[config.mk]
export PLATFORM = sky130hd
export DESIGN_NAME = gate_cnf_clause_emitter_core
export DESIGN_NICKNAME = d
export VERILOG_FILES = /design/src/rtl/gcnf_pkg.sv /design/src/rtl/gcnf_front.sv /design/src/rtl/gcnf_queue.sv /design/src/rtl/gcnf_back.sv /design/src/rtl/gate_cnf_clause_emitter_core.sv
export SDC_FILE = /design/constraint.sdc
export NUM_CORES = 1
export LEC_CHECK = 0
export BUFFER_PORTS_ARGS = -buffer_cell sky130_fd_sc_hd__buf_2
export CAP_MARGIN = 20
export CORE_UTILIZATION = 55
export CTS_CLUSTER_DIAMETER = 40
export DETAILED_ROUTE_END_ITERATION = 8
export GPL_ROUTABILITY_DRIVEN = 0
export GPL_TIMING_DRIVEN = 0
export PLACE_DENSITY = 0.74
export SLEW_MARGIN = 20
export SYNTH_ARGS = -nofsm -noshare
export SYNTH_HDL_FRONTEND = slang
export SYNTH_HIERARCHICAL = 1
export SYNTH_SLANG_ARGS = --single-unit
[constraint.sdc]
create_clock -name i_clk -period 18.33 [get_ports i_clk]
set_clock_uncertainty 0.15 [all_clocks]
set_input_delay 3.666 -clock i_clk [delete_from_list [all_inputs] [get_ports i_clk]]
set_output_delay 3.666 -clock i_clk [all_outputs]
set_load 0.01 [all_outputs]
[src/rtl/gcnf_pkg.sv]
`default_nettype none

package gcnf_pkg;

    localparam int VAR_W         = 20;
    localparam int LIT_W         = 21;
    localparam int CMD_W         = 4;
    localparam int FANIN_W       = 4;
    localparam int NUM_IN        = 8;
    localparam int MAX_FANIN_DEF = 8;
    localparam int VAR_BITS_DEF  = 20;
    localparam int QUEUE_DEPTH   = 2;
    localparam int STEP_W        = 4;

    localparam logic [CMD_W-1:0] CMD_AND    = 4'd0;
    localparam logic [CMD_W-1:0] CMD_NAND   = 4'd1;
    localparam logic [CMD_W-1:0] CMD_OR     = 4'd2;
    localparam logic [CMD_W-1:0] CMD_NOR    = 4'd3;
    localparam logic [CMD_W-1:0] CMD_INV    = 4'd4;
    localparam logic [CMD_W-1:0] CMD_BUF    = 4'd5;
    localparam logic [CMD_W-1:0] CMD_FANOUT = 4'd6;
    localparam logic [CMD_W-1:0] CMD_XOR    = 4'd7;
    localparam logic [CMD_W-1:0] CMD_XNOR   = 4'd8;
    localparam logic [CMD_W-1:0] CMD_DFF    = 4'd9;
    localparam logic [CMD_W-1:0] CMD_INPUT  = 4'd10;

    typedef enum logic [2:0] {
        K_MULTI,
        K_INV,
        K_BUF,
        K_XOR,
        K_XNOR,
        K_ERR
    } t_kind;

    typedef struct packed {
        t_kind kind;
        logic  in_pos;
        logic  z_pos;
    } t_gate_hdr;

    typedef enum logic [3:0] {
        ST_IDLE,
        ST_WIDE_X,
        ST_WIDE_Z,
        ST_WIDE_END,
        ST_BIN_X,
        ST_BIN_Z,
        ST_BIN_END,
        ST_SCRIPT,
        ST_ERR
    } t_back_st;

    typedef enum logic [1:0] {
        SRC_A,
        SRC_B,
        SRC_Z,
        SRC_ZERO
    } t_src;

    typedef struct packed {
        t_src src;
        logic pos;
        logic fin;
    } t_script;

    // literal sequence of the fixed-shape gates, one entry per step
    function automatic t_script script_step(t_kind kind, logic [STEP_W-1:0] step);
        t_script    s;
        logic [1:0] c;
        logic [1:0] p;
        logic [3:0] pa;
        logic [3:0] pb;
        logic [3:0] pz;
        s  = '{src: SRC_ZERO, pos: 1'b0, fin: 1'b1};
        c  = step[3:2];
        p  = step[1:0];
        pa = (kind == K_XOR) ? 4'b0110 : 4'b1001;
        pb = (kind == K_XOR) ? 4'b1010 : 4'b0101;
        pz = (kind == K_XOR) ? 4'b1100 : 4'b0011;
        unique case (kind)
            K_INV, K_BUF: begin
                unique case (step)
                    4'd0:    s = '{src: SRC_A, pos: (kind == K_INV), fin: 1'b0};
                    4'd1:    s = '{src: SRC_Z, pos: 1'b1, fin: 1'b0};
                    4'd2:    s = '{src: SRC_ZERO, pos: 1'b0, fin: 1'b0};
                    4'd3:    s = '{src: SRC_A, pos: (kind == K_BUF), fin: 1'b0};
                    4'd4:    s = '{src: SRC_Z, pos: 1'b0, fin: 1'b0};
                    default: s = '{src: SRC_ZERO, pos: 1'b0, fin: 1'b1};
                endcase
            end
            K_XOR, K_XNOR: begin
                unique case (p)
                    2'd0:    s = '{src: SRC_A, pos: pa[c], fin: 1'b0};
                    2'd1:    s = '{src: SRC_B, pos: pb[c], fin: 1'b0};
                    2'd2:    s = '{src: SRC_Z, pos: pz[c], fin: 1'b0};
                    default: s = '{src: SRC_ZERO, pos: 1'b0, fin: (c == 2'd3)};
                endcase
            end
            default: s = '{src: SRC_ZERO, pos: 1'b0, fin: 1'b1};
        endcase
        return s;
    endfunction

endpackage

`default_nettype wire

[src/rtl/gcnf_front.sv]
`default_nettype none

module gcnf_front #(
    parameter int MAX_FANIN = gcnf_pkg::MAX_FANIN_DEF,
    parameter int VW        = gcnf_pkg::VAR_BITS_DEF,
    parameter int NW        = $clog2(MAX_FANIN + 1)
) (
    input  wire logic                                               i_clk,
    input  wire logic                                               i_rst_n,
    input  wire logic                                               push,
    output logic                                                    full,
    input  wire logic [gcnf_pkg::CMD_W-1:0]                         i_cmd,
    input  wire logic [gcnf_pkg::VAR_W-1:0]                         i_out_var,
    input  wire logic [gcnf_pkg::FANIN_W-1:0]                       i_fan_in,
    input  wire logic [gcnf_pkg::NUM_IN-1:0][gcnf_pkg::VAR_W-1:0]   i_in_vars,
    output logic                                                    o_valid,
    input  wire logic                                               i_q_ready,
    output gcnf_pkg::t_gate_hdr                                     o_hdr,
    output logic [NW-1:0]                                           o_n,
    output logic [VW-1:0]                                           o_z,
    output logic [MAX_FANIN-1:0][VW-1:0]                            o_vars
);

    localparam logic [gcnf_pkg::FANIN_W-1:0] FANIN_LIM = gcnf_pkg::FANIN_W'(MAX_FANIN);

    logic                                r_valid;
    gcnf_pkg::t_gate_hdr                 r_hdr;
    logic [NW-1:0]                       r_n;
    logic [VW-1:0]                       r_z;
    logic [MAX_FANIN-1:0][VW-1:0]        r_vars;

    gcnf_pkg::t_gate_hdr                 hdr;
    logic                                no_clause;
    logic                                in_ready;
    logic [NW-1:0]                       n_sat;

    always_comb begin
        hdr       = '{kind: gcnf_pkg::K_ERR, in_pos: 1'b0, z_pos: 1'b0};
        no_clause = 1'b0;
        unique case (i_cmd)
            gcnf_pkg::CMD_AND:    hdr = '{kind: gcnf_pkg::K_MULTI, in_pos: 1'b0, z_pos: 1'b1};
            gcnf_pkg::CMD_NAND:   hdr = '{kind: gcnf_pkg::K_MULTI, in_pos: 1'b0, z_pos: 1'b0};
            gcnf_pkg::CMD_OR:     hdr = '{kind: gcnf_pkg::K_MULTI, in_pos: 1'b1, z_pos: 1'b0};
            gcnf_pkg::CMD_NOR:    hdr = '{kind: gcnf_pkg::K_MULTI, in_pos: 1'b1, z_pos: 1'b1};
            gcnf_pkg::CMD_INV:    hdr.kind = gcnf_pkg::K_INV;
            gcnf_pkg::CMD_BUF,
            gcnf_pkg::CMD_FANOUT: hdr.kind = gcnf_pkg::K_BUF;
            gcnf_pkg::CMD_XOR:    hdr.kind = gcnf_pkg::K_XOR;
            gcnf_pkg::CMD_XNOR:   hdr.kind = gcnf_pkg::K_XNOR;
            gcnf_pkg::CMD_DFF,
            gcnf_pkg::CMD_INPUT:  no_clause = 1'b1;
            default:              hdr.kind = gcnf_pkg::K_ERR;
        endcase
    end

    assign n_sat    = (i_fan_in > FANIN_LIM) ? NW'(FANIN_LIM) : NW'(i_fan_in);
    assign in_ready = !r_valid || i_q_ready;

    always_ff @(posedge i_clk) begin
        if (!i_rst_n) begin
            r_valid <= 1'b0;
        end else if (in_ready) begin
            // flip-flop and primary-input items are dropped here
            r_valid <= push && !no_clause;
        end
    end

    always_ff @(posedge i_clk) begin
        if (in_ready && push) begin
            r_hdr <= hdr;
            r_n   <= n_sat;
            r_z   <= i_out_var[VW-1:0];
            for (int k = 0; k < MAX_FANIN; k++) begin
                r_vars[k] <= i_in_vars[k][VW-1:0];
            end
        end
    end

    assign full    = !in_ready;
    assign o_valid = r_valid;
    assign o_hdr   = r_hdr;
    assign o_n     = r_n;
    assign o_z     = r_z;
    assign o_vars  = r_vars;

endmodule

`default_nettype wire

[src/rtl/gcnf_queue.sv]
`default_nettype none

module gcnf_queue #(
    parameter int WIDTH = 8,
    parameter int DEPTH = gcnf_pkg::QUEUE_DEPTH
) (
    input  wire logic             i_clk,
    input  wire logic             i_rst_n,
    input  wire logic             i_wr_valid,
    output logic                  o_wr_ready,
    input  wire logic [WIDTH-1:0] i_wr_data,
    output logic                  o_rd_valid,
    input  wire logic             i_rd_pop,
    output logic [WIDTH-1:0]      o_rd_data
);

    localparam int AW = (DEPTH > 1) ? $clog2(DEPTH) : 1;
    localparam int CW = $clog2(DEPTH + 1);
    localparam logic [AW-1:0] LAST_PTR = AW'(DEPTH - 1);
    localparam logic [CW-1:0] FULL_CNT = CW'(DEPTH);

    logic [DEPTH-1:0][WIDTH-1:0] r_mem;
    logic [AW-1:0]               r_wr_ptr;
    logic [AW-1:0]               r_rd_ptr;
    logic [CW-1:0]               r_count;
    logic                        do_wr;
    logic                        do_rd;

    assign o_wr_ready = (r_count != FULL_CNT);
    assign o_rd_valid = (r_count != '0);
    assign do_wr      = i_wr_valid && o_wr_ready;
    assign do_rd      = i_rd_pop && o_rd_valid;
    assign o_rd_data  = r_mem[r_rd_ptr];

    always_ff @(posedge i_clk) begin
        if (!i_rst_n) begin
            r_wr_ptr <= '0;
            r_rd_ptr <= '0;
            r_count  <= '0;
        end else begin
            if (do_wr) begin
                r_wr_ptr <= (r_wr_ptr == LAST_PTR) ? '0 : r_wr_ptr + AW'(1);
            end
            if (do_rd) begin
                r_rd_ptr <= (r_rd_ptr == LAST_PTR) ? '0 : r_rd_ptr + AW'(1);
            end
            if (do_wr && !do_rd) begin
                r_count <= r_count + CW'(1);
            end else if (do_rd && !do_wr) begin
                r_count <= r_count - CW'(1);
            end
        end
    end

    always_ff @(posedge i_clk) begin
        if (do_wr) begin
            r_mem[r_wr_ptr] <= i_wr_data;
        end
    end

endmodule

`default_nettype wire

[src/rtl/gcnf_back.sv]
`default_nettype none

module gcnf_back #(
    parameter int MAX_FANIN = gcnf_pkg::MAX_FANIN_DEF,
    parameter int VW        = gcnf_pkg::VAR_BITS_DEF,
    parameter int NW        = $clog2(MAX_FANIN + 1)
) (
    input  wire logic                                 i_clk,
    input  wire logic                                 i_rst_n,
    input  wire logic                                 i_q_valid,
    output logic                                      o_q_pop,
    input  wire gcnf_pkg::t_gate_hdr                  i_hdr,
    input  wire logic [NW-1:0]                        i_n,
    input  wire logic [VW-1:0]                        i_z,
    input  wire logic [MAX_FANIN-1:0][VW-1:0]         i_vars,
    output logic                                      empty,
    input  wire logic                                 pop,
    output logic signed [gcnf_pkg::LIT_W-1:0]         o_literal,
    output logic                                      o_last,
    output logic                                      o_status
);

    localparam int IW    = $clog2(MAX_FANIN);
    localparam int LIT_W = gcnf_pkg::LIT_W;

    gcnf_pkg::t_back_st                r_st;
    gcnf_pkg::t_back_st                n_st;
    gcnf_pkg::t_gate_hdr               r_hdr;
    logic [NW-1:0]                     r_n;
    logic [VW-1:0]                     r_z;
    logic [MAX_FANIN-1:0][VW-1:0]      r_vars;
    logic [IW-1:0]                     r_idx;
    logic [IW-1:0]                     n_idx;
    logic [gcnf_pkg::STEP_W-1:0]       r_step;
    logic [gcnf_pkg::STEP_W-1:0]       n_step;

    logic                              r_ov;
    logic signed [LIT_W-1:0]           r_lit;
    logic                              r_last;
    logic                              r_status;

    gcnf_pkg::t_script                 sc;
    logic [VW-1:0]                     sel_var;
    logic                              sel_pos;
    logic                              sel_zero;
    logic                              fin;
    logic                              err;
    logic                              idx_last;
    logic                              emit;
    logic                              load;
    logic [LIT_W-1:0]                  lit_mag;
    logic [LIT_W-1:0]                  lit_val;
    gcnf_pkg::t_back_st                init_st;

    assign idx_last = (NW'(r_idx) == r_n - NW'(1));
    assign sc       = gcnf_pkg::script_step(r_hdr.kind, r_step);

    always_comb begin
        sel_var  = r_z;
        sel_pos  = 1'b0;
        sel_zero = 1'b0;
        fin      = 1'b0;
        err      = 1'b0;
        n_st     = r_st;
        n_idx    = r_idx;
        n_step   = r_step + gcnf_pkg::STEP_W'(1);
        unique case (r_st)
            gcnf_pkg::ST_IDLE: begin
                sel_zero = 1'b1;
            end
            gcnf_pkg::ST_WIDE_X: begin
                sel_var = r_vars[r_idx];
                sel_pos = r_hdr.in_pos;
                if (idx_last) begin
                    n_st = gcnf_pkg::ST_WIDE_Z;
                end else begin
                    n_idx = r_idx + IW'(1);
                end
            end
            gcnf_pkg::ST_WIDE_Z: begin
                sel_pos = r_hdr.z_pos;
                n_st    = gcnf_pkg::ST_WIDE_END;
            end
            gcnf_pkg::ST_WIDE_END: begin
                sel_zero = 1'b1;
                // an empty gate ends after its one-literal clause
                fin      = (r_n == '0);
                n_st     = gcnf_pkg::ST_BIN_X;
                n_idx    = '0;
            end
            gcnf_pkg::ST_BIN_X: begin
                sel_var = r_vars[r_idx];
                sel_pos = !r_hdr.in_pos;
                n_st    = gcnf_pkg::ST_BIN_Z;
            end
            gcnf_pkg::ST_BIN_Z: begin
                sel_pos = !r_hdr.z_pos;
                n_st    = gcnf_pkg::ST_BIN_END;
            end
            gcnf_pkg::ST_BIN_END: begin
                sel_zero = 1'b1;
                fin      = idx_last;
                n_st     = gcnf_pkg::ST_BIN_X;
                n_idx    = r_idx + IW'(1);
            end
            gcnf_pkg::ST_SCRIPT: begin
                unique case (sc.src)
                    gcnf_pkg::SRC_A: sel_var  = r_vars[0];
                    gcnf_pkg::SRC_B: sel_var  = r_vars[1];
                    gcnf_pkg::SRC_Z: sel_var  = r_z;
                    default:         sel_zero = 1'b1;
                endcase
                sel_pos = sc.pos;
                fin     = sc.fin;
            end
            gcnf_pkg::ST_ERR: begin
                sel_zero = 1'b1;
                err      = 1'b1;
                fin      = 1'b1;
            end
            default: begin
                sel_zero = 1'b1;
                fin      = 1'b1;
            end
        endcase
    end

    // one literal per cycle while the output register is free or being drained
    assign emit    = (r_st != gcnf_pkg::ST_IDLE) && (!r_ov || pop);
    assign load    = i_q_valid && ((r_st == gcnf_pkg::ST_IDLE) || (emit && fin));
    assign o_q_pop = load;

    always_comb begin
        unique case (i_hdr.kind)
            gcnf_pkg::K_MULTI: init_st = (i_n == '0) ? gcnf_pkg::ST_WIDE_Z
                                                     : gcnf_pkg::ST_WIDE_X;
            gcnf_pkg::K_INV,
            gcnf_pkg::K_BUF,
            gcnf_pkg::K_XOR,
            gcnf_pkg::K_XNOR:  init_st = gcnf_pkg::ST_SCRIPT;
            gcnf_pkg::K_ERR:   init_st = gcnf_pkg::ST_ERR;
            default:           init_st = gcnf_pkg::ST_ERR;
        endcase
    end

    assign lit_mag = LIT_W'(sel_var);
    assign lit_val = sel_zero ? '0 : (sel_pos ? lit_mag : ({LIT_W{1'b0}} - lit_mag));

    always_ff @(posedge i_clk) begin
        if (!i_rst_n) begin
            r_st <= gcnf_pkg::ST_IDLE;
            r_ov <= 1'b0;
        end else begin
            if (load) begin
                r_st <= init_st;
            end else if (emit) begin
                r_st <= fin ? gcnf_pkg::ST_IDLE : n_st;
            end
            if (emit) begin
                r_ov <= 1'b1;
            end else if (pop) begin
                r_ov <= 1'b0;
            end
        end
    end

    always_ff @(posedge i_clk) begin
        if (load) begin
            r_hdr  <= i_hdr;
            r_n    <= i_n;
            r_z    <= i_z;
            r_vars <= i_vars;
            r_idx  <= '0;
            r_step <= '0;
        end else if (emit) begin
            r_idx  <= n_idx;
            r_step <= n_step;
        end
        if (emit) begin
            r_lit    <= lit_val;
            r_last   <= fin;
            r_status <= err;
        end
    end

    assign empty     = !r_ov;
    assign o_literal = r_lit;
    assign o_last    = r_last;
    assign o_status  = r_status;

    a_err_is_last: assert property (@(posedge i_clk) disable iff (!i_rst_n)
        r_ov && r_status |-> r_last)
        else $error("error result without last");

    a_err_is_zero: assert property (@(posedge i_clk) disable iff (!i_rst_n)
        r_ov && r_status |-> (r_lit == '0))
        else $error("error result with nonzero literal");

    a_idle_after_fin: assert property (@(posedge i_clk) disable iff (!i_rst_n)
        emit && fin && !i_q_valid |=> (r_st == gcnf_pkg::ST_IDLE))
        else $error("sequencer still busy after final literal");

    a_idx_in_range: assert property (@(posedge i_clk) disable iff (!i_rst_n)
        (r_st == gcnf_pkg::ST_WIDE_X) || (r_st == gcnf_pkg::ST_BIN_X) |->
            (NW'(r_idx) < r_n))
        else $error("input index beyond fan-in");

endmodule

`default_nettype wire

[src/rtl/gate_cnf_clause_emitter_core.sv]
// Tseitin clause emitter: one netlist gate in, its CNF clauses out as a
// literal stream, each clause closed by a zero literal, o_last on the
// final literal of a gate, o_status set on the single result of an
// unsupported gate type. Flip-flop and primary-input items give nothing.
// Input side: a gate is taken on a clock edge with push high and full low.
// Result side: the oldest literal sits on o_literal/o_last/o_status while
// empty is low and is taken on an edge with pop high.
// When the block is empty, the first literal of a gate passes the front
// register (loaded at the transfer edge), then the gate queue, the
// sequencer and the output register.
// Throughput: the sequencer emits one literal per cycle while the output
// register is free or being drained; a gate gives 4*fan_in+2 literals
// for AND/NAND/OR/NOR (34 at fan-in 8), 6 for INV/BUF/fanout, 16 for
// XOR/XNOR, 1 for an unsupported type; back-to-back gates follow with no
// gap. The front keeps taking gates until the queue and its own register
// are full. A stalled receiver holds the output register and the
// sequencer; full rises once the queue backs up. Reset empties all
// stages; full and empty are valid in the first cycle after it.
`default_nettype none

module gate_cnf_clause_emitter_core #(
    parameter int MAX_FANIN = gcnf_pkg::MAX_FANIN_DEF,
    parameter int VAR_BITS  = gcnf_pkg::VAR_BITS_DEF
) (
    input  wire logic                                 i_clk,
    input  wire logic                                 i_rst_n,
    input  wire logic                                 push,
    output logic                                      full,
    input  wire logic [gcnf_pkg::CMD_W-1:0]           i_cmd,
    input  wire logic [gcnf_pkg::VAR_W-1:0]           i_out_var,
    input  wire logic [gcnf_pkg::FANIN_W-1:0]         i_fan_in,
    input  wire logic [gcnf_pkg::VAR_W-1:0]           i_in_var_0,
    input  wire logic [gcnf_pkg::VAR_W-1:0]           i_in_var_1,
    input  wire logic [gcnf_pkg::VAR_W-1:0]           i_in_var_2,
    input  wire logic [gcnf_pkg::VAR_W-1:0]           i_in_var_3,
    input  wire logic [gcnf_pkg::VAR_W-1:0]           i_in_var_4,
    input  wire logic [gcnf_pkg::VAR_W-1:0]           i_in_var_5,
    input  wire logic [gcnf_pkg::VAR_W-1:0]           i_in_var_6,
    input  wire logic [gcnf_pkg::VAR_W-1:0]           i_in_var_7,
    output logic                                      empty,
    input  wire logic                                 pop,
    output logic signed [gcnf_pkg::LIT_W-1:0]         o_literal,
    output logic                                      o_last,
    output logic                                      o_status
);

    // variable bits above the port width cannot occur
    localparam int VW = (VAR_BITS < gcnf_pkg::VAR_W) ? VAR_BITS : gcnf_pkg::VAR_W;
    localparam int NW = $clog2(MAX_FANIN + 1);
    localparam int DW = $bits(gcnf_pkg::t_gate_hdr) + NW + VW * (MAX_FANIN + 1);

    logic [gcnf_pkg::NUM_IN-1:0][gcnf_pkg::VAR_W-1:0] in_vars;

    logic                              f_valid;
    logic                              q_wr_ready;
    gcnf_pkg::t_gate_hdr               f_hdr;
    logic [NW-1:0]                     f_n;
    logic [VW-1:0]                     f_z;
    logic [MAX_FANIN-1:0][VW-1:0]      f_vars;

    logic                              q_rd_valid;
    logic                              q_pop;
    logic [DW-1:0]                     q_rd_data;
    gcnf_pkg::t_gate_hdr               b_hdr;
    logic [NW-1:0]                     b_n;
    logic [VW-1:0]                     b_z;
    logic [MAX_FANIN-1:0][VW-1:0]      b_vars;

    assign in_vars[0] = i_in_var_0;
    assign in_vars[1] = i_in_var_1;
    assign in_vars[2] = i_in_var_2;
    assign in_vars[3] = i_in_var_3;
    assign in_vars[4] = i_in_var_4;
    assign in_vars[5] = i_in_var_5;
    assign in_vars[6] = i_in_var_6;
    assign in_vars[7] = i_in_var_7;

    gcnf_front #(
        .MAX_FANIN (MAX_FANIN),
        .VW        (VW),
        .NW        (NW)
    ) u_front (
        .i_clk     (i_clk),
        .i_rst_n   (i_rst_n),
        .push      (push),
        .full      (full),
        .i_cmd     (i_cmd),
        .i_out_var (i_out_var),
        .i_fan_in  (i_fan_in),
        .i_in_vars (in_vars),
        .o_valid   (f_valid),
        .i_q_ready (q_wr_ready),
        .o_hdr     (f_hdr),
        .o_n       (f_n),
        .o_z       (f_z),
        .o_vars    (f_vars)
    );

    gcnf_queue #(
        .WIDTH (DW),
        .DEPTH (gcnf_pkg::QUEUE_DEPTH)
    ) u_queue (
        .i_clk      (i_clk),
        .i_rst_n    (i_rst_n),
        .i_wr_valid (f_valid),
        .o_wr_ready (q_wr_ready),
        .i_wr_data  ({f_hdr, f_n, f_z, f_vars}),
        .o_rd_valid (q_rd_valid),
        .i_rd_pop   (q_pop),
        .o_rd_data  (q_rd_data)
    );

    assign {b_hdr, b_n, b_z, b_vars} = q_rd_data;

    gcnf_back #(
        .MAX_FANIN (MAX_FANIN),
        .VW        (VW),
        .NW        (NW)
    ) u_back (
        .i_clk     (i_clk),
        .i_rst_n   (i_rst_n),
        .i_q_valid (q_rd_valid),
        .o_q_pop   (q_pop),
        .i_hdr     (b_hdr),
        .i_n       (b_n),
        .i_z       (b_z),
        .i_vars    (b_vars),
        .empty     (empty),
        .pop       (pop),
        .o_literal (o_literal),
        .o_last    (o_last),
        .o_status  (o_status)
    );

endmodule

`default_nettype wire

# ---- After elaboration in Yosys (flattened, before gate mapping)
# Cells that the tools add are included.
dict set report word_totals {
  latchBits 0
  word_cells 188
  mem_bits_ro 0
  out_inout_bits 25
  reg_bits 796
  n_memories 0
  ram_bits 0
}
dict set report classes {
  shifts 0
  n_mux 45
  n_div 0
  multipliers 0
  n_reduce_logical 50
  n_eq_ne 39
  n_lt_le_gt_ge 6
  bitwise 0
  add_sub_neg 8
}
# op count
set op_table {}
lappend op_table {{189-bit two-way mux} 3}
lappend op_table {{378-bit bitwise mux} 1}
lappend op_table {{189-bit demux with 1-bit select} 1}
lappend op_table {{20-bit one-hot mux with 2 select lines} 2}
lappend op_table {{20-bit binary-select mux with 3-bit select} 1}
lappend op_table {{20-bit two-way mux} 2}
lappend op_table {{4-bit one-hot mux with 5 select lines} 2}
lappend op_table {{4-bit by 3-bit == test with 1-bit output (second input constant)} 9}
lappend op_table {{4-bit two-way mux} 7}
lappend op_table {{4-bit by 2-bit == test with 1-bit output (second input constant)} 6}
lappend op_table {{1-bit by 20-bit subtractor with 21-bit output (first input constant)} 1}
lappend op_table {{4-bit zero test} 5}
lappend op_table {{4-bit == test (second input constant)} 4}
lappend op_table {{4-bit one-hot mux with 2 select lines} 2}
lappend op_table {{3-bit one-hot mux with 5 select lines} 1}
lappend op_table {{2-bit OR reduction} 7}
lappend op_table {{3-bit by 2-bit == test with 1-bit output (second input constant)} 4}
lappend op_table {{4-bit by 1-bit == test with 1-bit output (second input constant)} 3}
lappend op_table {{4-bit one-hot mux with 3 select lines} 1}
lappend op_table {{4-bit OR reduction} 3}
lappend op_table {{1-bit logical AND} 10}
lappend op_table {{1-bit two-way mux} 10}
lappend op_table {{3-bit one-hot mux with 3 select lines} 1}
lappend op_table {{1-bit zero test} 8}
lappend op_table {{35 further kinds} 54}

# ---- Depth between registers and ports, before layout
# Gate-level depths: netlist of the first run.
dict set report depth {
  word_depth 14
  depth_mapped 16
}

# ---- By module
# The synthesis of the first run kept the hierarchy.
# mod cells_per_inst area_each_um2 instances
set modules_own_cells {}
lappend modules_own_cells {gcnf_queue 610 14251.2 1}
lappend modules_own_cells {gcnf_back 664 9995.8 1}
lappend modules_own_cells {gcnf_front 209 5809.3 1}

# ---- Least setup slack after synthesis of the first run
# No wires, ideal clock.
dict set report synth_timing {
  kind {input -> register}
  startpoint {in pop}
  endpoint {reg u_queue.r_count[1]}
  slack_ps 6967
  t_required_ps 18110
  stages 9
  arrival_time_ps 11143
  cell_sequence {nor2_1 > inv_1 > and2_1 > o21a_1 > clkbuf_1 > o21ai_1 > ha_1 > or3_1 > a21boi_1}
}
dict set report synth_via {
  elab_chain_cells 9
  word_cells_on_any_way 11
  cone_classes {mux (1); reduce/logical (10)}
}
# item line
set synth_rtl {}
lappend synth_rtl {{start, declared} gate_cnf_clause_emitter_core.sv:41} ;# input wire logic pop,
lappend synth_rtl {{1-bit logical OR (*)} gcnf_back.sv:129} ;# assign emit = (r_st != gcnf_pkg::ST_IDLE) && (!r_ov || pop);
lappend synth_rtl {{1-bit logical AND (*)} gcnf_back.sv:129}
lappend synth_rtl {{1-bit logical AND (*)} gcnf_back.sv:130} ;# assign load = i_q_valid && ((r_st == gcnf_pkg::ST_IDLE) || (emit && fin));
lappend synth_rtl {{1-bit logical OR (*)} gcnf_back.sv:130}
lappend synth_rtl {{1-bit logical AND (*)} gcnf_back.sv:130}
lappend synth_rtl {{net q_pop} gate_cnf_clause_emitter_core.sv:62} ;# logic q_pop;
lappend synth_rtl {{1-bit logical AND (*)} gcnf_queue.sv:32} ;# assign do_rd = i_rd_pop && o_rd_valid;
lappend synth_rtl {{1-bit zero test} gcnf_queue.sv:47} ;# if (do_wr && !do_rd) begin
lappend synth_rtl {{1-bit logical AND} gcnf_queue.sv:47}
lappend synth_rtl {{2-bit two-way mux or 2-bit nonzero test (tied branches)} --}
lappend synth_rtl {{end signal, assigned} gcnf_queue.sv:48} ;# r_count <= r_count + CW'(1);
lappend synth_rtl {{end signal, assigned} gcnf_queue.sv:50} ;# r_count <= r_count - CW'(1);
lappend synth_rtl {{end, declared} gcnf_queue.sv:25} ;# logic [CW-1:0] r_count;
# Mark *: on every way through the listed nets, which the timed path passes. The rest lies on a longest branch.
# A chain may end at the register's enable or synchronous reset.

# ---- Worst setup path in the final report of the first run
# Ends and elaborated chain as after synthesis.

==> out/qor.yml, run 1 <==
path_max_fanout: 33
finalCritPeriodShare_pct: 31.1
antenna_cells: 0
tightest_slew_ps: 1020
vias: 14600
outcome: "finished, final reports clean"
gr-usage-all-layers_pct: 21.9
grt_first_pass_wirelength_mm: 89.8
max_slew_margin_pct: 32.1
core-area_um2: 53900
yosysWarnings: 6
synth_nets: 1683
synth-edff-count: 779
clk_pin_slew_ps: 60
num_io_pins: 217
netlist_area_um2: 30100
grt_pass1_vias: 14800
critPathRequiredTime_ps: 18730
ys.flop_type: "edfxtp_1"
drive_above_1_share_pct: 35.3
fin_setup_tns_ps: 0
seqCellArea_um2: 23700
core.rowCount: 85
rsz0062_at_grt: "false"
floorplan.initialDensity_pct: 55.7
max_freq_mhz: 175
ys_types: 77
cp.arrival_ps: 6100
synthArstFlopShare_pct: 0
finalWirelength_mm: 59.8
antenna_found_initial: 1
fillers: 3453
postRouteAntennaNets: 0
postCtsResizedCells: 0
port_buffers: 216
place_area_um2: 32400
grt_busiest_layer: "met2"
drtIter0Drc: 1073
power_density_nw_per_um2: 167
endpoint_kind: "flip-flop"
cts_made_buffers: 98
synth_cells: 1483
chipWidth_um: 236
drcViolationCount: 0
die_y_um: 236
mostFrequentLayoutCells: "779 x edfxtp_1, 234 x buf_2, 100 x mux2_4"
ctsRootBufferMaster: "clkbuf_16"
syn_area_per_cell_um2: 20.3
syn_to_final_growth_pct: 18.8
insertion_delay_ps: 650
dieArea_um2: 55600
hold_path.class: "flip-flop to flip-flop"
final_common_cell: "edfxtp_1"
met1_usage_pct: 28.8
slew_violations: 0
grt.met2_usage_pct: 36.9
criticalPathCategory: "input port to flip-flop"
clkSinkCount: 796
multi_input_area_um2: 5910
holdBufCountCts: 0
hold_violations: 0
clk_path_buf_depth: 3
cts_setup_buffers: 0
ys_seq_elements: 796
place_hpwl_mm: 39.2
first_pass_iters: 7
utilization_pct: 66.2
vdd_drop_max_v: 0.0000986
setup_viol: 0
start_kind: "input port"
seq_area_frac_synth_pct: 79.0
cts_max_level: 3
met3_usage_pct: 4.19
nets: 2012
p_leak_nw: 12.3
grt_max_degree: 101
cap_violations: 0
via_per_inst: 5.63
tritoncts: "built"
final_area_um2: 35700
finalCriticalPeriod_ps: 5710
grt-ovfl-total: 0
routedWlPerCell_um: 23.1
-- synthesized netlist by cell type, types with 14 or more instances --
master	instances	share of area, %
inv_1	23	0.29
clkbuf_1	23	0.29
nand3_1	15	0.25
xnor2_1	18	0.52
mux2_2	91	3.4
o21ai_0	18	0.30
a21oi_1	17	0.28
mux2_4	100	5.0
o211ai_1	14	0.35
edfxtp_1	779	78
buf_2	18	0.30
nand2_1	27	0.34
mux2i_1	53	1.8
a22oi_1	21	0.52
nor2_1	48	0.60
mux4_2	20	1.5
dfxtp_1	17	1.1
-- through the flow --
step | hold slack [ps] | worst slack (ps) | cells | power, mW
floorplan | 271 | 6970 | 1483 | 3.64
global placement | 275 | 3680 | 2395 | 4.08
detailed placement | 279 | 12040 | 2408 | 4.06
CTS | 291 | 12620 | 2592 | 6.00
global route | 295 | 12490 | 2592 | 6.20
finish | 282 | 12620 | 2592 | 5.97
-- layer usage --
layer | wire [µm] | part of all wire, %
met1 | 24700 | 41
met2 | 30200 | 51
met3 | 3320 | 5.5
met4 | 1620 | 2.7
met5 | 0 | 0
-- sequential cells by signal, summed over array words and instances, names as in the netlist, 2 cells and up --
| signal | count |
|---|---|
| u_back/o_literal | 21 |
| u_back/r_hdr | 5 |
| u_back/r_idx | 3 |
| u_back/r_n | 4 |
| u_back/r_st | 4 |
| u_back/r_step | 4 |
| u_back/r_vars | 160 |
| u_back/r_z | 20 |
| u_front/o_hdr | 5 |
| u_front/o_n | 4 |
| u_front/o_vars | 160 |
| u_front/o_z | 20 |
| u_queue/r_count | 2 |
| u_queue/r_mem | 378 |
-- worst max-delay path, cell delays in order --
cell and delay, ps:
buf_2 100, nor2_1 400, inv_1 140, and2_1 180, o21a_1 200, clkbuf_4 360, o21ai_1 260, ha_1 310
or3_1 360, a21boi_1 130
-- where the power goes --
part           internal, mW  total, mW  switching, mW
registers              2.50       2.65          0.146
clock network          1.16       1.93          0.764
logic                 0.556       1.40          0.840
total                  4.22       5.97           1.75
-- path summary, 6_finish.rpt --
kind / endpoint / from / cells after the start / slack (ps)
min: u_queue/r_mem[348]$_DFFE_PP_ / u_front/o_vars[159]$_DFFE_PP_ / 0 / 280
max reg2reg: u_back/o_literal[17]$_SDFFCE_PP0P_ / u_back/r_idx[0]$_SDFFE_PN0P_ / 11 / 13570
max: u_queue/r_count[1]$_SDFFE_PN0P_ / pop / 10 / 12620
min reg2reg: u_queue/r_mem[348]$_DFFE_PP_ / u_front/o_vars[159]$_DFFE_PP_ / 0 / 280
-- logic make-up after synthesis --
family | after synthesis | synth area share, %
flip-flops | 796 | 79.0
buffers and inverters | 83 | 1.46
AND/OR/NAND/NOR | 166 | 3.13
adder cells (fa/ha/maj) | 8 | 0.333
AO/OA/AOI/OAI | 137 | 3.53
XOR/XNOR | 29 | 0.907
multiplexers | 264 | 11.7
-- layout make-up --
| type | instances | share of cell area [%] |
|---|---|---|
| Buffer | 60 | 0.999 |
| Clock buffer | 110 | 6.99 |
| Clock inverter | 74 | 2.38 |
| Inverter | 23 | 0.263 |
| Multi-Input combinational cell | 604 | 16.5 |
| Sequential cell | 796 | 66.5 |
| Tap cell | 696 | 2.44 |
| Timing Repair Buffer | 229 | 3.92 |
Note: power is estimated with default switching activity, not from simulation.
==> run 2, diff against run 1 <==
==> constraint.sdc (replaced) <==
create_clock -name i_clk -period 5.7 [get_ports i_clk]
set_clock_uncertainty 0.15 [all_clocks]
set_input_delay 1.14 -clock i_clk [delete_from_list [all_inputs] [get_ports i_clk]]
set_output_delay 1.14 -clock i_clk [all_outputs]
set_load 0.01 [all_outputs]
==> run 2 against run 1 <==
Against the previous run: worst setup slack got worse by 12000 ps; combinational power increased to 3.1 times the previous value; critical endpoint is now u_back/o_literal[12]$_SDFFCE_PP0P_; global-route usage decreased by 0.15 points; critical path type is now flip-flop to flip-flop; critical path depth increased by 4; sequential share of layout area decreased by 0.11 points; largest cell class unchanged; sequential cell count unchanged.
==> out/qor.yml, run 2 (synthesized netlist as in run 1, its figures left out) <==
seqCellArea_um2: 23700  # unchanged
antenna_found_initial: 0  # was 1
postCtsResizedCells: 0  # unchanged
criticalPathCategory: "flip-flop to flip-flop"  # was input port to flip-flop
postRouteAntennaNets: 0  # unchanged
instances_no_fill: 2592  # unchanged
cts_made_buffers: 100  # was 98
grt_pass1_vias: 14800  # unchanged
slew_violations: 0  # unchanged
p_leak_nw: 12.3  # about the same
nets: 2011  # was 2012
clk_path_buf_depth: 3  # unchanged
finalCriticalPeriod_ps: 4790
cp_top_family: "buffers and inverters"  # was simple AND/OR/NAND/NOR gates
mostFrequentLayoutCells: "779 x edfxtp_1, 234 x buf_2, 104 x clkbuf_16"  # was 779 x edfxtp_1, 234 x buf_2, 100 x mux2_4
clk_pin_slew_ps: 60  # about the same
vdd_drop_max_v: 0.000456  # was 0.0000986 V
drcViolationCount: 0  # unchanged
slowest_delay_ps: 810  # was 400 ps
outcome: "finished, final reports clean"  # unchanged
grt_max_degree: 145  # was 101
crit_path_frequent_cell: "buf_2"
cts_max_level: 3  # unchanged
final_area_um2: 35800  # was 35700 µm²
worstPathBufferInverterCount: 4  # was 3
antenna_cells: 0  # unchanged
finalWirelength_mm: 59.5  # was 59.8 mm
port_buffers: 216  # unchanged
first_pass_iters: 6  # was 7
path_cells: "buf_2, buf_2, buf_1, mux2i_1, a22oi_1, nand3_1, o2111ai_1, inv_1, ha_1, and4bb_2, nand3_2, o31a_1, xnor2_1, nor2_1"  # was buf_2, nor2_1, inv_1, and2_1, o21a_1, clkbuf_4, o21ai_1, ha_1, or3_1, a21boi_1
tightest_slew_ps: 1000  # was 1020 ps
cts_setup_buffers: 0  # unchanged
top_register: "u_queue/r_mem"  # unchanged
grt.met2_usage_pct: 36.6  # was 36.9%
met1_usage_pct: 29.0  # was 28.8%
cap_violations: 0  # unchanged
fillers: 3440  # was 3453
post-place-cells: 2405  # was 2408
clkSinkCount: 796  # unchanged
start_kind: "flip-flop"  # was input port
hold_path.class: "flip-flop to flip-flop"  # unchanged
endpoint_kind: "flip-flop"  # unchanged
core.rowCount: 85  # unchanged
path_max_fanout: 10  # was 33
floorplan.initialDensity_pct: 55.7  # unchanged
syn_to_final_growth_pct: 19.0  # was 18.8%
place_hpwl_mm: 38.9  # was 39.2 mm
insertion_delay_ps: 640  # was 650 ps
grt-ovfl-total: 0  # unchanged
critPathRequiredTime_ps: 5910  # was 18730 ps
power_density_nw_per_um2: 537  # was 167 nW/µm²
num_io_pins: 217  # unchanged
finalCritPeriodShare_pct: 84.0
max_freq_mhz: 209
largest_reg_flops: 378  # unchanged
grt_busiest_layer: "met2"  # unchanged
cp.arrival_ps: 5000  # was 6100 ps
grt_first_pass_wirelength_mm: 89.3  # was 89.8 mm
place_area_um2: 32300  # was 32400 µm²
tritoncts: "built"  # unchanged
final_common_cell: "edfxtp_1"  # unchanged
drtIter0Drc: 1108  # was 1073
core-area_um2: 53900  # unchanged
multi_input_area_um2: 5910  # unchanged
met3_usage_pct: 4.29  # was 4.19%
holdBufCountCts: 0  # unchanged
drive_above_1_share_pct: 35.7  # was 35.3%
die_y_um: 236  # unchanged
gr-usage-all-layers_pct: 21.7  # was 21.9%
chipWidth_um: 236  # unchanged
vias: 14500  # was 14600
rsz0062_at_grt: "false"  # unchanged
routedWlPerCell_um: 23.0  # was 23.1 µm
cp_slowest_cell: "buf_1"  # was nor2_1
via_per_inst: 5.60  # was 5.63
max_slew_margin_pct: 32.7  # was 32.1%
fin_setup_tns_ps: 0  # unchanged
setup_viol: 0  # unchanged
dieArea_um2: 55600  # unchanged
ctsRootBufferMaster: "clkbuf_16"  # unchanged
hold_violations: 0  # unchanged
==> run 2: cell types whose count changed in the layout (fill, tap and decap cells not counted), moves of 2 or more <==
cell and change:
buf_12 -2, clkbuf_1 -5, clkbuf_16 +6, clkinv_16 -2
clkinv_4 +2, clkinv_8 +3, clkinvlp_4 +3
==> run 2: layout make-up <==
type,instances,area share (%)
buffer,60,1.05
tap,696,2.43
clock inverter,77,2.38
inverter,23,0.262
timing repair buffer,226,3.73
clock buffer,110,7.28
multi-input combinational,604,16.5
sequential,796,66.4
==> run 2: worst paths after layout <==
check	start	end	slack (ps)	depth (start not counted)
worst max-delay path	u_back/r_idx[1]$_SDFFE_PN0P_	u_back/o_literal[12]$_SDFFCE_PP0P_	910	14
worst min-delay path	u_front/o_vars[64]$_DFFE_PP_	u_queue/r_mem[64]$_DFFE_PP_	280	0
worst max register to register	u_back/r_idx[1]$_SDFFE_PN0P_	u_back/o_literal[12]$_SDFFCE_PP0P_	910	14
worst min register to register	u_front/o_vars[64]$_DFFE_PP_	u_queue/r_mem[64]$_DFFE_PP_	280	0
==> run 2: routing by layer <==
metal / up-vias / wire length, µm
met5: - / 0
li1: 6596 / -
met1: 7310 / 24800
met3: 89 / 3440
met4: 0 / 1320
met2: 515 / 30000
==> run 2: worst reg2reg max path: stages, from the launching register on <==
cell,delay (ps)
dfxtp_1,320
buf_2,330
buf_2,540
buf_1,820
mux2i_1,470
a22oi_1,160
nand3_1,180
o2111ai_1,250
inv_1,160
ha_1,170
and4bb_2,300
nand3_2,160
o31a_1,310
xnor2_1,140
nor2_1,70
==> run 2: stage by stage <==
step / util [%] / setup slack, ps / hold WS, ps / total power [mW]
5_1_grt: 66.3 / 693 / 296 / 20.0
6_report: 66.3 / 912 / 279 / 19.2
3_3_place_gp: 59.4 / -2600 / 276 / 12.8
3_5_place_dp: 59.9 / 922 / 280 / 12.9
2_1_floorplan: - / 74.5 / 271 / 11.5
4_1_cts: 66.3 / 898 / 287 / 19.3
==> run 2: power breakdown <==
part	switching (mW)	total [mW]	internal [mW]
Sequential	0.461	8.52	8.06
Combinational	2.64	4.34	1.70
Clock	2.50	6.33	3.84
Total	5.60	19.2	13.6
